<file path="config.mk">
export PLATFORM = sky130hd
export DESIGN_NAME = linked_list_manager
export DESIGN_NICKNAME = d
export VERILOG_FILES = /design/src/design/llm_pkg.sv /design/src/design/llm_ram.sv /design/src/design/linked_list_manager.sv
export SDC_FILE = /design/constraint.sdc
export NUM_CORES = 2
export LEC_CHECK = 0
export BUFFER_PORTS_ARGS = -buffer_cell sky130_fd_sc_hd__buf_4
export CAP_MARGIN = 20
export CORE_ASPECT_RATIO = 2
export CORE_UTILIZATION = 55
export DETAILED_ROUTE_END_ITERATION = 8
export PLACE_DENSITY = 0.71
export SLEW_MARGIN = 10
export SYNTH_ARGS = -nofsm -noshare
export SYNTH_HDL_FRONTEND = slang
export SYNTH_SLANG_ARGS = --single-unit
</file>
<file path="constraint.sdc">
create_clock -name clk -period 10.9 [get_ports clk]
set_clock_uncertainty 0.2 [all_clocks]
set_input_delay 1.09 -clock clk [delete_from_list [all_inputs] [get_ports clk]]
set_output_delay 1.09 -clock clk [all_outputs]
set_load 0.1 [all_outputs]
</file>
<file path="src/design/llm_pkg.sv">
// Shared types, constants and helpers of the linked-list manager.
package llm_pkg;

    localparam int DEPTH      = 32;
    localparam int DATA_WIDTH = 32;

    localparam int IDX_W   = (DEPTH > 1) ? $clog2(DEPTH) : 1;
    localparam int CNT_W   = $clog2(DEPTH + 1);

    localparam int OP_W     = 3;
    localparam int VALUE_W  = 32;
    localparam int POS_W    = 6;
    localparam int STATUS_W = 2;
    localparam int DATA_W   = 32;
    localparam int COUNT_W  = 6;

    // Wide enough to compare a position against the element count.
    localparam int CMP_W = (CNT_W > POS_W) ? CNT_W : POS_W;

    localparam logic [OP_W-1:0] OP_APPEND   = 3'd0;
    localparam logic [OP_W-1:0] OP_DEL_HEAD = 3'd1;
    localparam logic [OP_W-1:0] OP_DEL_TAIL = 3'd2;
    localparam logic [OP_W-1:0] OP_DEL_POS  = 3'd3;
    localparam logic [OP_W-1:0] OP_TRAVERSE = 3'd4;

    localparam logic [STATUS_W-1:0] ST_OK     = 2'd0;
    localparam logic [STATUS_W-1:0] ST_EMPTY  = 2'd1;
    localparam logic [STATUS_W-1:0] ST_NO_POS = 2'd2;
    localparam logic [STATUS_W-1:0] ST_FULL   = 2'd3;

    typedef struct packed {
        logic [OP_W-1:0]           operation;
        logic signed [VALUE_W-1:0] value;
        logic [POS_W-1:0]          position;
    } req_t;

    typedef struct packed {
        logic [STATUS_W-1:0]      status;
        logic signed [DATA_W-1:0] data;
        logic [COUNT_W-1:0]       count;
        logic                     last;
    } rsp_t;

    // Lowest-numbered free node.
    function automatic logic [IDX_W-1:0] lowest_free(input logic [DEPTH-1:0] map);
        logic [IDX_W-1:0] idx;
        idx = '0;
        for (int i = DEPTH - 1; i >= 0; i--) begin
            if (map[i]) begin
                idx = IDX_W'(i);
            end
        end
        return idx;
    endfunction

    // Sign-extend a stored word from DATA_WIDTH and fit it to the data field.
    function automatic logic [DATA_W-1:0] data_out(input logic [DATA_WIDTH-1:0] stored);
        return DATA_W'(signed'(stored));
    endfunction

endpackage

</file>
<file path="src/design/llm_ram.sv">
// Generic single-write, single-read RAM with registered read data.
module llm_ram #(
    parameter int WIDTH = 32,
    parameter int DEPTH = 32
) (
    input  logic                                       clk,
    input  logic                                       we,
    input  logic [((DEPTH > 1) ? $clog2(DEPTH) : 1)-1:0] waddr,
    input  logic [WIDTH-1:0]                           wdata,
    input  logic [((DEPTH > 1) ? $clog2(DEPTH) : 1)-1:0] raddr,
    output logic [WIDTH-1:0]                           rdata
);

    logic [WIDTH-1:0] mem [DEPTH];

    always_ff @(posedge clk)
    begin
        if (we)
        begin
            mem[waddr] <= wdata;
        end
        rdata <= mem[raddr];
    end

endmodule

</file>
<file path="src/design/linked_list_manager.sv">
// Top level of the linked-list manager: sequencer, list registers and node stores.
//
// One request word on req (valid/stall) carries one operation: append a value at
// the tail, delete the head, delete the tail, delete a 1-based position, or
// traverse. Every operation answers with one response word on rsp (valid/stall),
// except traverse, which sends one word per element from head to tail with last
// set on the final one (an empty list still gives a single word).
// req_stall is high from the cycle after a word is taken until its final
// response word has been loaded into the output register, so one operation is
// in flight at a time. The deletes at the tail or at a position and traverse
// walk the links one node read a cycle through the registered read port of
// the link store; traverse pauses the walk while the output register is held.
// Reset empties the list (every node free, head, tail and count zero) at once;
// the node stores themselves are not cleared and need no clearing pass.
// When the receiver stalls, the response word holds in the output register and
// the sequencer waits before loading the next; traverse resumes where it paused.
module linked_list_manager (
    input  logic          clk,
    input  logic          rst_n,
    input  logic          req_valid,
    output logic          req_stall,
    input  llm_pkg::req_t req,
    output logic          rsp_valid,
    input  logic          rsp_stall,
    output llm_pkg::rsp_t rsp
);

    import llm_pkg::*;

    typedef enum logic [7:0] {
        S_IDLE     = 8'b0000_0001,
        S_EXEC     = 8'b0000_0010,
        S_LINK     = 8'b0000_0100,
        S_DEL_HEAD = 8'b0000_1000,
        S_WALK     = 8'b0001_0000,
        S_UNLINK   = 8'b0010_0000,
        S_TRAV     = 8'b0100_0000,
        S_RESP     = 8'b1000_0000
    } state_t;

    // Control state
    state_t               state_reg, state_next;
    logic [IDX_W-1:0]     head_reg, head_next;
    logic [IDX_W-1:0]     tail_reg, tail_next;
    logic [CNT_W-1:0]     count_reg, count_next;
    logic [DEPTH-1:0]     free_reg, free_next;
    logic                 rsp_valid_reg, rsp_valid_next;

    // Working registers of the current operation
    logic [OP_W-1:0]      op_reg, op_next;
    logic [VALUE_W-1:0]   value_reg, value_next;
    logic [POS_W-1:0]     pos_reg, pos_next;
    logic [IDX_W-1:0]     cur_reg, cur_next;
    logic [IDX_W-1:0]     alloc_reg, alloc_next;
    logic [IDX_W-1:0]     target_reg, target_next;
    logic [CNT_W-1:0]     steps_reg, steps_next;
    logic [STATUS_W-1:0]  status_reg, status_next;
    rsp_t                 rsp_reg, rsp_next;

    // Store ports
    logic [IDX_W-1:0]      rd_addr;
    logic                  val_we;
    logic [IDX_W-1:0]      val_waddr;
    logic [DATA_WIDTH-1:0] val_wdata;
    logic [DATA_WIDTH-1:0] val_rdata;
    logic                  link_we;
    logic [IDX_W-1:0]      link_waddr;
    logic [IDX_W-1:0]      link_wdata;
    logic [IDX_W-1:0]      link_rdata;

    logic                  out_free;
    logic [IDX_W-1:0]      free_idx;
    logic [CMP_W-1:0]      pos_cmp;
    logic [CMP_W-1:0]      count_cmp;

    llm_ram #(
        .WIDTH (DATA_WIDTH),
        .DEPTH (DEPTH)
    ) u_values (
        .clk   (clk),
        .we    (val_we),
        .waddr (val_waddr),
        .wdata (val_wdata),
        .raddr (rd_addr),
        .rdata (val_rdata)
    );

    llm_ram #(
        .WIDTH (IDX_W),
        .DEPTH (DEPTH)
    ) u_links (
        .clk   (clk),
        .we    (link_we),
        .waddr (link_waddr),
        .wdata (link_wdata),
        .raddr (rd_addr),
        .rdata (link_rdata)
    );

    assign req_stall = (state_reg != S_IDLE);
    assign rsp_valid = rsp_valid_reg;
    assign rsp       = rsp_reg;

    // The output register can take a word when empty or being emptied now.
    assign out_free  = !rsp_valid_reg || !rsp_stall;
    assign free_idx  = lowest_free(free_reg);
    assign pos_cmp   = CMP_W'(pos_reg);
    assign count_cmp = CMP_W'(count_reg);

    always_comb
    begin
        state_next     = state_reg;
        head_next      = head_reg;
        tail_next      = tail_reg;
        count_next     = count_reg;
        free_next      = free_reg;
        rsp_valid_next = rsp_valid_reg;
        op_next        = op_reg;
        value_next     = value_reg;
        pos_next       = pos_reg;
        cur_next       = cur_reg;
        alloc_next     = alloc_reg;
        target_next    = target_reg;
        steps_next     = steps_reg;
        status_next    = status_reg;
        rsp_next       = rsp_reg;

        rd_addr    = cur_reg;
        val_we     = 1'b0;
        val_waddr  = free_idx;
        val_wdata  = DATA_WIDTH'($unsigned(value_reg));
        link_we    = 1'b0;
        link_waddr = free_idx;
        link_wdata = '0;

        // Drop a delivered word; a newly loaded word overrides below.
        if (!rsp_stall)
        begin
            rsp_valid_next = 1'b0;
        end

        unique case (state_reg)
            S_IDLE:
            begin
                if (req_valid)
                begin
                    op_next    = req.operation;
                    value_next = req.value;
                    pos_next   = req.position;
                    state_next = S_EXEC;
                end
            end

            S_EXEC:
            begin
                // Start a read of the head node for whichever walk follows.
                rd_addr     = head_reg;
                cur_next    = head_reg;
                steps_next  = '0;
                status_next = ST_OK;
                state_next  = S_RESP;
                unique case (op_reg)
                    OP_APPEND:
                    begin
                        if (count_reg == CNT_W'(DEPTH))
                        begin
                            status_next = ST_FULL;
                        end
                        else
                        begin
                            val_we              = 1'b1;
                            link_we             = 1'b1;
                            free_next[free_idx] = 1'b0;
                            alloc_next          = free_idx;
                            if (count_reg == '0)
                            begin
                                head_next  = free_idx;
                                tail_next  = free_idx;
                                count_next = CNT_W'(1);
                            end
                            else
                            begin
                                state_next = S_LINK;
                            end
                        end
                    end
                    OP_DEL_HEAD:
                    begin
                        if (count_reg == '0)
                        begin
                            status_next = ST_EMPTY;
                        end
                        else
                        begin
                            state_next = S_DEL_HEAD;
                        end
                    end
                    OP_DEL_TAIL:
                    begin
                        if (count_reg == '0)
                        begin
                            status_next = ST_EMPTY;
                        end
                        else if (count_reg == CNT_W'(1))
                        begin
                            state_next = S_DEL_HEAD;
                        end
                        else
                        begin
                            steps_next = count_reg - CNT_W'(2);
                            state_next = S_WALK;
                        end
                    end
                    OP_DEL_POS:
                    begin
                        if (count_reg == '0)
                        begin
                            status_next = ST_EMPTY;
                        end
                        else if (pos_cmp == '0 || pos_cmp > count_cmp)
                        begin
                            status_next = ST_NO_POS;
                        end
                        else if (pos_cmp == CMP_W'(1))
                        begin
                            state_next = S_DEL_HEAD;
                        end
                        else
                        begin
                            steps_next = CNT_W'(pos_cmp - CMP_W'(2));
                            state_next = S_WALK;
                        end
                    end
                    OP_TRAVERSE:
                    begin
                        if (count_reg == '0)
                        begin
                            status_next = ST_EMPTY;
                        end
                        else
                        begin
                            state_next = S_TRAV;
                        end
                    end
                    default:
                    begin
                        status_next = ST_OK;
                    end
                endcase
            end

            S_LINK:
            begin
                link_we     = 1'b1;
                link_waddr  = tail_reg;
                link_wdata  = alloc_reg;
                tail_next   = alloc_reg;
                count_next  = count_reg + CNT_W'(1);
                status_next = ST_OK;
                state_next  = S_RESP;
            end

            S_DEL_HEAD:
            begin
                head_next           = link_rdata;
                free_next[head_reg] = 1'b1;
                count_next          = count_reg - CNT_W'(1);
                if (count_reg == CNT_W'(1))
                begin
                    head_next = '0;
                    tail_next = '0;
                end
                status_next = ST_OK;
                state_next  = S_RESP;
            end

            S_WALK:
            begin
                // link_rdata holds the link of cur_reg.
                if (steps_reg == '0)
                begin
                    if (op_reg == OP_DEL_TAIL)
                    begin
                        free_next[tail_reg] = 1'b1;
                        tail_next           = cur_reg;
                        count_next          = count_reg - CNT_W'(1);
                        status_next         = ST_OK;
                        state_next          = S_RESP;
                    end
                    else
                    begin
                        target_next = link_rdata;
                        rd_addr     = link_rdata;
                        state_next  = S_UNLINK;
                    end
                end
                else
                begin
                    cur_next   = link_rdata;
                    rd_addr    = link_rdata;
                    steps_next = steps_reg - CNT_W'(1);
                end
            end

            S_UNLINK:
            begin
                // Bypass the target: its successor is on link_rdata.
                link_we    = 1'b1;
                link_waddr = cur_reg;
                link_wdata = link_rdata;
                if (target_reg == tail_reg)
                begin
                    tail_next = cur_reg;
                end
                free_next[target_reg] = 1'b1;
                count_next            = count_reg - CNT_W'(1);
                status_next           = ST_OK;
                state_next            = S_RESP;
            end

            S_TRAV:
            begin
                if (out_free)
                begin
                    rsp_valid_next = 1'b1;
                    rsp_next.status = ST_OK;
                    rsp_next.data   = data_out(val_rdata);
                    rsp_next.count  = COUNT_W'(count_reg);
                    rsp_next.last   = (steps_reg == count_reg - CNT_W'(1));
                    if (steps_reg == count_reg - CNT_W'(1))
                    begin
                        state_next = S_IDLE;
                    end
                    else
                    begin
                        cur_next   = link_rdata;
                        rd_addr    = link_rdata;
                        steps_next = steps_reg + CNT_W'(1);
                    end
                end
            end

            S_RESP:
            begin
                if (out_free)
                begin
                    rsp_valid_next  = 1'b1;
                    rsp_next.status = status_reg;
                    rsp_next.data   = '0;
                    rsp_next.count  = COUNT_W'(count_reg);
                    rsp_next.last   = 1'b1;
                    state_next      = S_IDLE;
                end
            end

            default:
            begin
                state_next = S_IDLE;
            end
        endcase
    end

    always_ff @(posedge clk or negedge rst_n)
    begin
        if (!rst_n)
        begin
            state_reg     <= S_IDLE;
            head_reg      <= '0;
            tail_reg      <= '0;
            count_reg     <= '0;
            free_reg      <= '1;
            rsp_valid_reg <= 1'b0;
        end
        else
        begin
            state_reg     <= state_next;
            head_reg      <= head_next;
            tail_reg      <= tail_next;
            count_reg     <= count_next;
            free_reg      <= free_next;
            rsp_valid_reg <= rsp_valid_next;
        end
    end

    always_ff @(posedge clk)
    begin
        op_reg     <= op_next;
        value_reg  <= value_next;
        pos_reg    <= pos_next;
        cur_reg    <= cur_next;
        alloc_reg  <= alloc_next;
        target_reg <= target_next;
        steps_reg  <= steps_next;
        status_reg <= status_next;
        rsp_reg    <= rsp_next;
    end

endmodule

</file>
Yosys cells after proc, flatten, opt, wreduce, memory -nomap -nowiden
Memory sizes are Yosys's and may differ from the RTL's. A register that Yosys moved wholly into a read port is not among the register bits. Cells that the tools add are included.

Add/subtract/negate cells: 6. Multiply operators: 0. Divide/modulo/power cells: 0. Order comparisons: 9. Equal/unequal tests: 31. Shifts and indexed selects: 0. Muxes and demuxes: 119. Bitwise gates (word level): 7. Reduce and logical (&&, ||, !) cells: 36.

Operators with widths (number): two-way mux 5 bit (47); two-way mux 32 bit (4); case mux 32 bit (4 select lines) (1); two-way mux 8 bit (13); bitwise OR 32 bit (3); two-way mux 41 bit (2); case mux 41 bit (2 select lines) (1); two-way mux 6 bit (13); case mux 8 bit (6 select lines) (1); case mux 8 bit (5 select lines) (1); AND 32 bit (1); inverter 32 bit (1); case mux 5 bit (2 select lines) (3); case mux 5 bit (3 select lines) (2); case mux 5 bit (5 select lines) (1); less-than comparator 5 x 6 -> 1 bit (second input constant) (4); != test 2 bit (second input constant) (12); case mux 6 bit (4 select lines) (1); demux 1 bit (select 5 bit) (4); greater-or-equal comparator 5 x 1 -> 1 bit (second input constant) (4); logical NOT 6 bit (3); case mux 6 bit (3 select lines) (1); two-way mux 1 bit (15); adder 6 x 1 -> 6 bit (second input constant) (2); 41 further kinds (68).

Register bits after elaboration: 162. Bits in latches: 0. Bits in writable memories: 1184. Memory bits (read-only): 0. Bits of input ports: 45. Logic and storage cells: 228. Memories: 2.

Memories: u_values.mem (depth 32, bits a word 32, rd ports 1, clocked after memory_dff 1, write ports 1, RTL line llm_ram.sv:14) `logic [WIDTH-1:0] mem [DEPTH];`; u_links.mem (depth 32, bits a word 5, rd ports 1, clocked after memory_dff 1, write ports 1, RTL line llm_ram.sv:14).

Longest topological paths before layout
Word-level depth: 41. Mapped depth: 17.

Cells and area by module
From an unflattened synthesis, not the netlist that was laid out.

Cell total of the unflattened synthesis: 3419. Area, all modules: 55731.0 sq um.

Modules (own cells, without submodules): llm_ram at u_values (times used 1, cells each 2260, area an instance 40492.6 sq um); linked_list_manager (times used 1, cells each 882, area an instance 8893.5 sq um); llm_ram at u_links (times used 1, cells each 277, area an instance 6344.8 sq um).

Worst setup path after synthesis
No wires, ideal clock.

Path kind: flip-flop to flip-flop. From: register state_reg[3]. To: memory u_values.mem[1][0], enable pin. Setup time: 0.600 ns. Arrival: 7.334 ns. Data required time: 10.100 ns. Setup slack: 2.766 ns. Cell stages (with the launch flop): 10. Buffers on the path: 1. Clock period less this slack: 8.134 ns. Cells stage by stage: dfrtp_1 nor4_4 and4b_1 clkbuf_1 nand2_1 a21oi_1 nand2b_1 nor2_1 nand2_1 a2111oi_0.

Cells in the longest elaborated chain, start to end: 4.

Ends and longest elaborated chain: start: declaration (RTL line linked_list_manager.sv:42) `state_t state_reg, state_next;`; start signal: assignment (RTL line linked_list_manager.sv:376) `state_reg <= state_next;`; equality test 8 x 2 -> 1 bit (RTL line linked_list_manager.sv:142) `unique case (state_reg)`; two-way mux 1 bit (RTL line linked_list_manager.sv:142); via u_values.we (RTL line llm_ram.sv:7) `input logic we,`; two-way mux 1 bit (RTL line llm_ram.sv:18) `if (we)`; two-way mux 1 bit (implied by the code) (RTL line llm_ram.sv:20) `mem[waddr] <= wdata;`; end: declaration (RTL line llm_ram.sv:14).

The timed path passes the listed nets, and every way through them passes these cells.

Worst setup path in the final report
From: register count_reg[0], in the netlist count_cmp[0]. To: register u_values.rdata[13] (read register of u_values.mem).

Cells in the longest elaborated chain, start to end: 5.

Ends and longest elaborated chain: start: declaration (RTL line linked_list_manager.sv:45) `logic [CNT_W-1:0] count_reg, count_next;`; start signal: assignment (RTL line linked_list_manager.sv:379) `count_reg <= count_next;`; subtractor 6 x 1 -> 6 bit (RTL line linked_list_manager.sv:330) `if (steps_reg == count_reg - CNT_W'(1))`; equality test 6 bit (RTL line linked_list_manager.sv:330); two-way mux 5 bit (2 in series); case mux 5 bit (3 select lines) (RTL line linked_list_manager.sv:142); end: declaration (RTL line llm_ram.sv:11) `output logic [WIDTH-1:0] rdata`.

No other way between the ends. A chain may end at the register's enable or synchronous reset.

==> flow_summary.yaml <==
clock_network:
  cts-resized-gates: 0
  cts_max_path_buffers: 3
  cts.clk_slew.worst_paths_ps: 70
  cts.sinks: 1383
  post_cts_buffers: 0
  cts_tree: "yes"
  clkLatencyLatePin_ps: 740
  postCtsHoldBufs: 0
  numCtsBuffers: 111
  cts_root_buf: "clkbuf_16"
  cts_htree_levels: 3
synth:
  synth_top_area_share_pct: 68.7
  ys.warnings.count: 0
  ys_ff_latch: 1383
  seq_area_frac_synth_pct: 72.7
  yosys.area.top_type: "edfxtp_1"
  synth.distinct_cells: 89
  ys_async_sr_fraction_pct: 4.12
  avgSynthCellArea_sq_um: 13.2
  synth_edf_count: 1289
  syn_area_sq_um: 56300
  synth_top_flop_cell: "edfxtp_1"
  synth_area_leaders: "edfxtp_1, nand2_1, nand3_1, a21oi_1, dfstp_2"
  syn_nets: 4337
  synthCells: 4274
critical_path:
  path_class: "reg2reg"
  cp.required_ps: 11300
  r2r_cells: 13
  critical_path_arrival_ps: 5780
  r2r_start: "count_cmp[0]"
  endpoint_kind: "register"
  startpoint: "count_cmp[0]"
  r2r_end: "u_values.rdata[13]"
  regToRegSetupSlack_ps: 5510
  cp_max_fo: 80
  startpoint_type: "register"
power_and_ir_drop:
  peakVddDrop_uv: 174
  p_leak_nw: 21.0
  p_per_area_nw_per_um2: 227
  finalPower_mw: 14.1
route:
  drt_iter0_markers: 4291
  drc: 2
  routedWlPerCell_um: 28.7
  wirelength_mm: 164
  drt-pass1-iter-count: 9
  ant_nets: 0
  vias_per_cell: 6.43
  vias: 36882
floorplan:
  io-pin-count: 88
  dieArea_sq_um: 104000
  start_util_pct: 55.6
  row_count: 165
  die_h_um: 455
  fp.coreArea_sq_um: 101000
  die_w_um: 228
grt:
  grt_use_total_pct: 31.6
  grt_pass1_vias: 36683
  grt_overflow: 0
  antenna_found_initial: 7
  grt_first_pass_wirelength_mm: 236
  grt_max_degree: 230
final_layout:
  fill_cells: 7512
  final_core_util_pct: 61.3
  drive_gt1_share_pct: 11.8
  synthToLayoutAreaGrowth_pct: 10.3
  largest_reg_flops: 1024
  postLayoutCellArea_sq_um: 62100
  fin_cells: 5734
  num-nets-final: 4360
hold_path:
  min_path_type: "in2async"
sta:
  finalHoldViolCount: 0
  fmax_ghz: 0.186
  setup_tns_ps: 0
  tightest_slew_ps: 1310
  finalCritPeriodShare_pct: 49.4
  whs_ps: 245
  finalMaxSlewViolations: 0
  setup_ws_ps: 5510
  rsz0062_at_grt: "no"
  post-route-min-period_ps: 5390
  finalSetupViolCount: 0
  relSlewSlack_pct: 12.8
place:
  place_area_sq_um: 58300
  io_buffers: 87
  place.gp.congestion: 0.928
  dp_hpwl_mm: 95.4
  placed_cells: 5518
  pre_cts_ws_ps: 5630
run_status:
  status: "finished, violations left"
  violations: "DRC"
job:
  maxCapViolations: 0
==> report_power, final <==
part | switching, mW | leakage (nW) | internal [mW]
Combinational | 2.36 | 6.16 | 0.924
Clock | 1.87 | 1.83 | 2.31
Sequential | 0.449 | 13.0 | 6.20
Total | 4.68 | 21.0 | 9.43
==> critical path, stage by stage, from the launching register on <==
cell	delay [ps]
dfrtp_1	640
inv_1	90
ha_1	300
xor2_1	200
nor3_1	90
or3_4	380
a211o_1	350
a221o_4	680
buf_4	510
nor2_4	710
buf_4	480
nand3_1	190
o211ai_1	160
o211ai_1	130
==> logic make-up (layout without fill, tap and decap cells) <==
| kind of cell | after synthesis | after routing | share of synthesized area [%] |
|---|---|---|---|
| flops | 1383 | 1383 | 72.7 |
| fa+ha+maj | 18 | 18 | 0.413 |
| other cells | 0 | 6 | 0 |
| simple gates | 1905 | 1905 | 15.6 |
| compound gates | 593 | 593 | 7.53 |
| mux | 45 | 45 | 0.811 |
| xor+xnor | 23 | 23 | 0.384 |
| buf+inv | 307 | 425 | 2.64 |
==> cell usage in the layout (no fill, tap or decap), drive strengths merged, types with 15 or more instances in the layout <==
master / count
edfxtp: 1289
dfxtp: 37
nor3b: 15
buf: 177
ha: 17
o22ai: 43
clkbuf: 138
dfstp: 33
nand3: 535
a31oi: 78
nor2: 162
mux2i: 43
a21oi: 182
nand4: 40
o211ai: 75
nand2: 967
nor3: 32
clkinv: 44
inv: 44
and2: 38
o221ai: 20
o21ai: 26
and3: 48
dfrtp: 24
a32oi: 73
==> per-layer routing <==
layer  vias up  track usage (%)  part of all wire, %
li1      15963                -                    -
met1     18228             32.6                   32
met2      2029             56.4                   52
met3       658             5.15                  7.3
met4         4             25.9                  9.1
met5         -                0                0.017
==> worst max-delay path by stage <==
stage                               to  slack, ps  cells past startpoint
finish              u_values.rdata[13]       5510                     13
global route        u_values.rdata[22]       5290                     14
CTS                 u_values.rdata[13]       5600                     13
detailed placement  u_values.rdata[24]       5630                     13
global placement     u_values.rdata[5]       5590                     13
floorplan           u_values.mem[1][0]       2770                      9
==> final cells by class <==
type                            instances  area, sq um  share of cell area [%]
Inverter                               39          146                   0.236
Sequential cell                      1383        40900                    65.9
Clock buffer                          137         3020                    4.86
Clock inverter                         71          739                    1.19
Tap cell                             1336         1670                    2.69
Antenna cell                            6         15.0                  0.0242
Multi-Input combinational cell       2584        14200                    22.9
Timing Repair Buffer                  178         1390                    2.24
==> cell usage after synthesis, types with 13 or more instances <==
cell type and n:
a21oi_1 181, a222oi_1 14, a22oi_1 13, a31oi_1 78, a32oi_1 73, and2_1 38, and3_1 48, buf_1 14
buf_2 107, buf_6 15, clkbuf_1 118, dfrtp_1 24, dfstp_2 33, dfxtp_1 37, edfxtp_1 1289, ha_1 17
inv_1 38, mux2i_1 42, nand2_1 967, nand3_1 503, nand3_2 31, nand4_1 39, nor2_1 159, nor3_1 24
nor3b_1 14, o211ai_1 75, o21ai_0 21, o221ai_1 20, o22ai_1 13, o22ai_2 30, xnor2_1 13
Note: power is estimated with default switching activity, not from simulation.
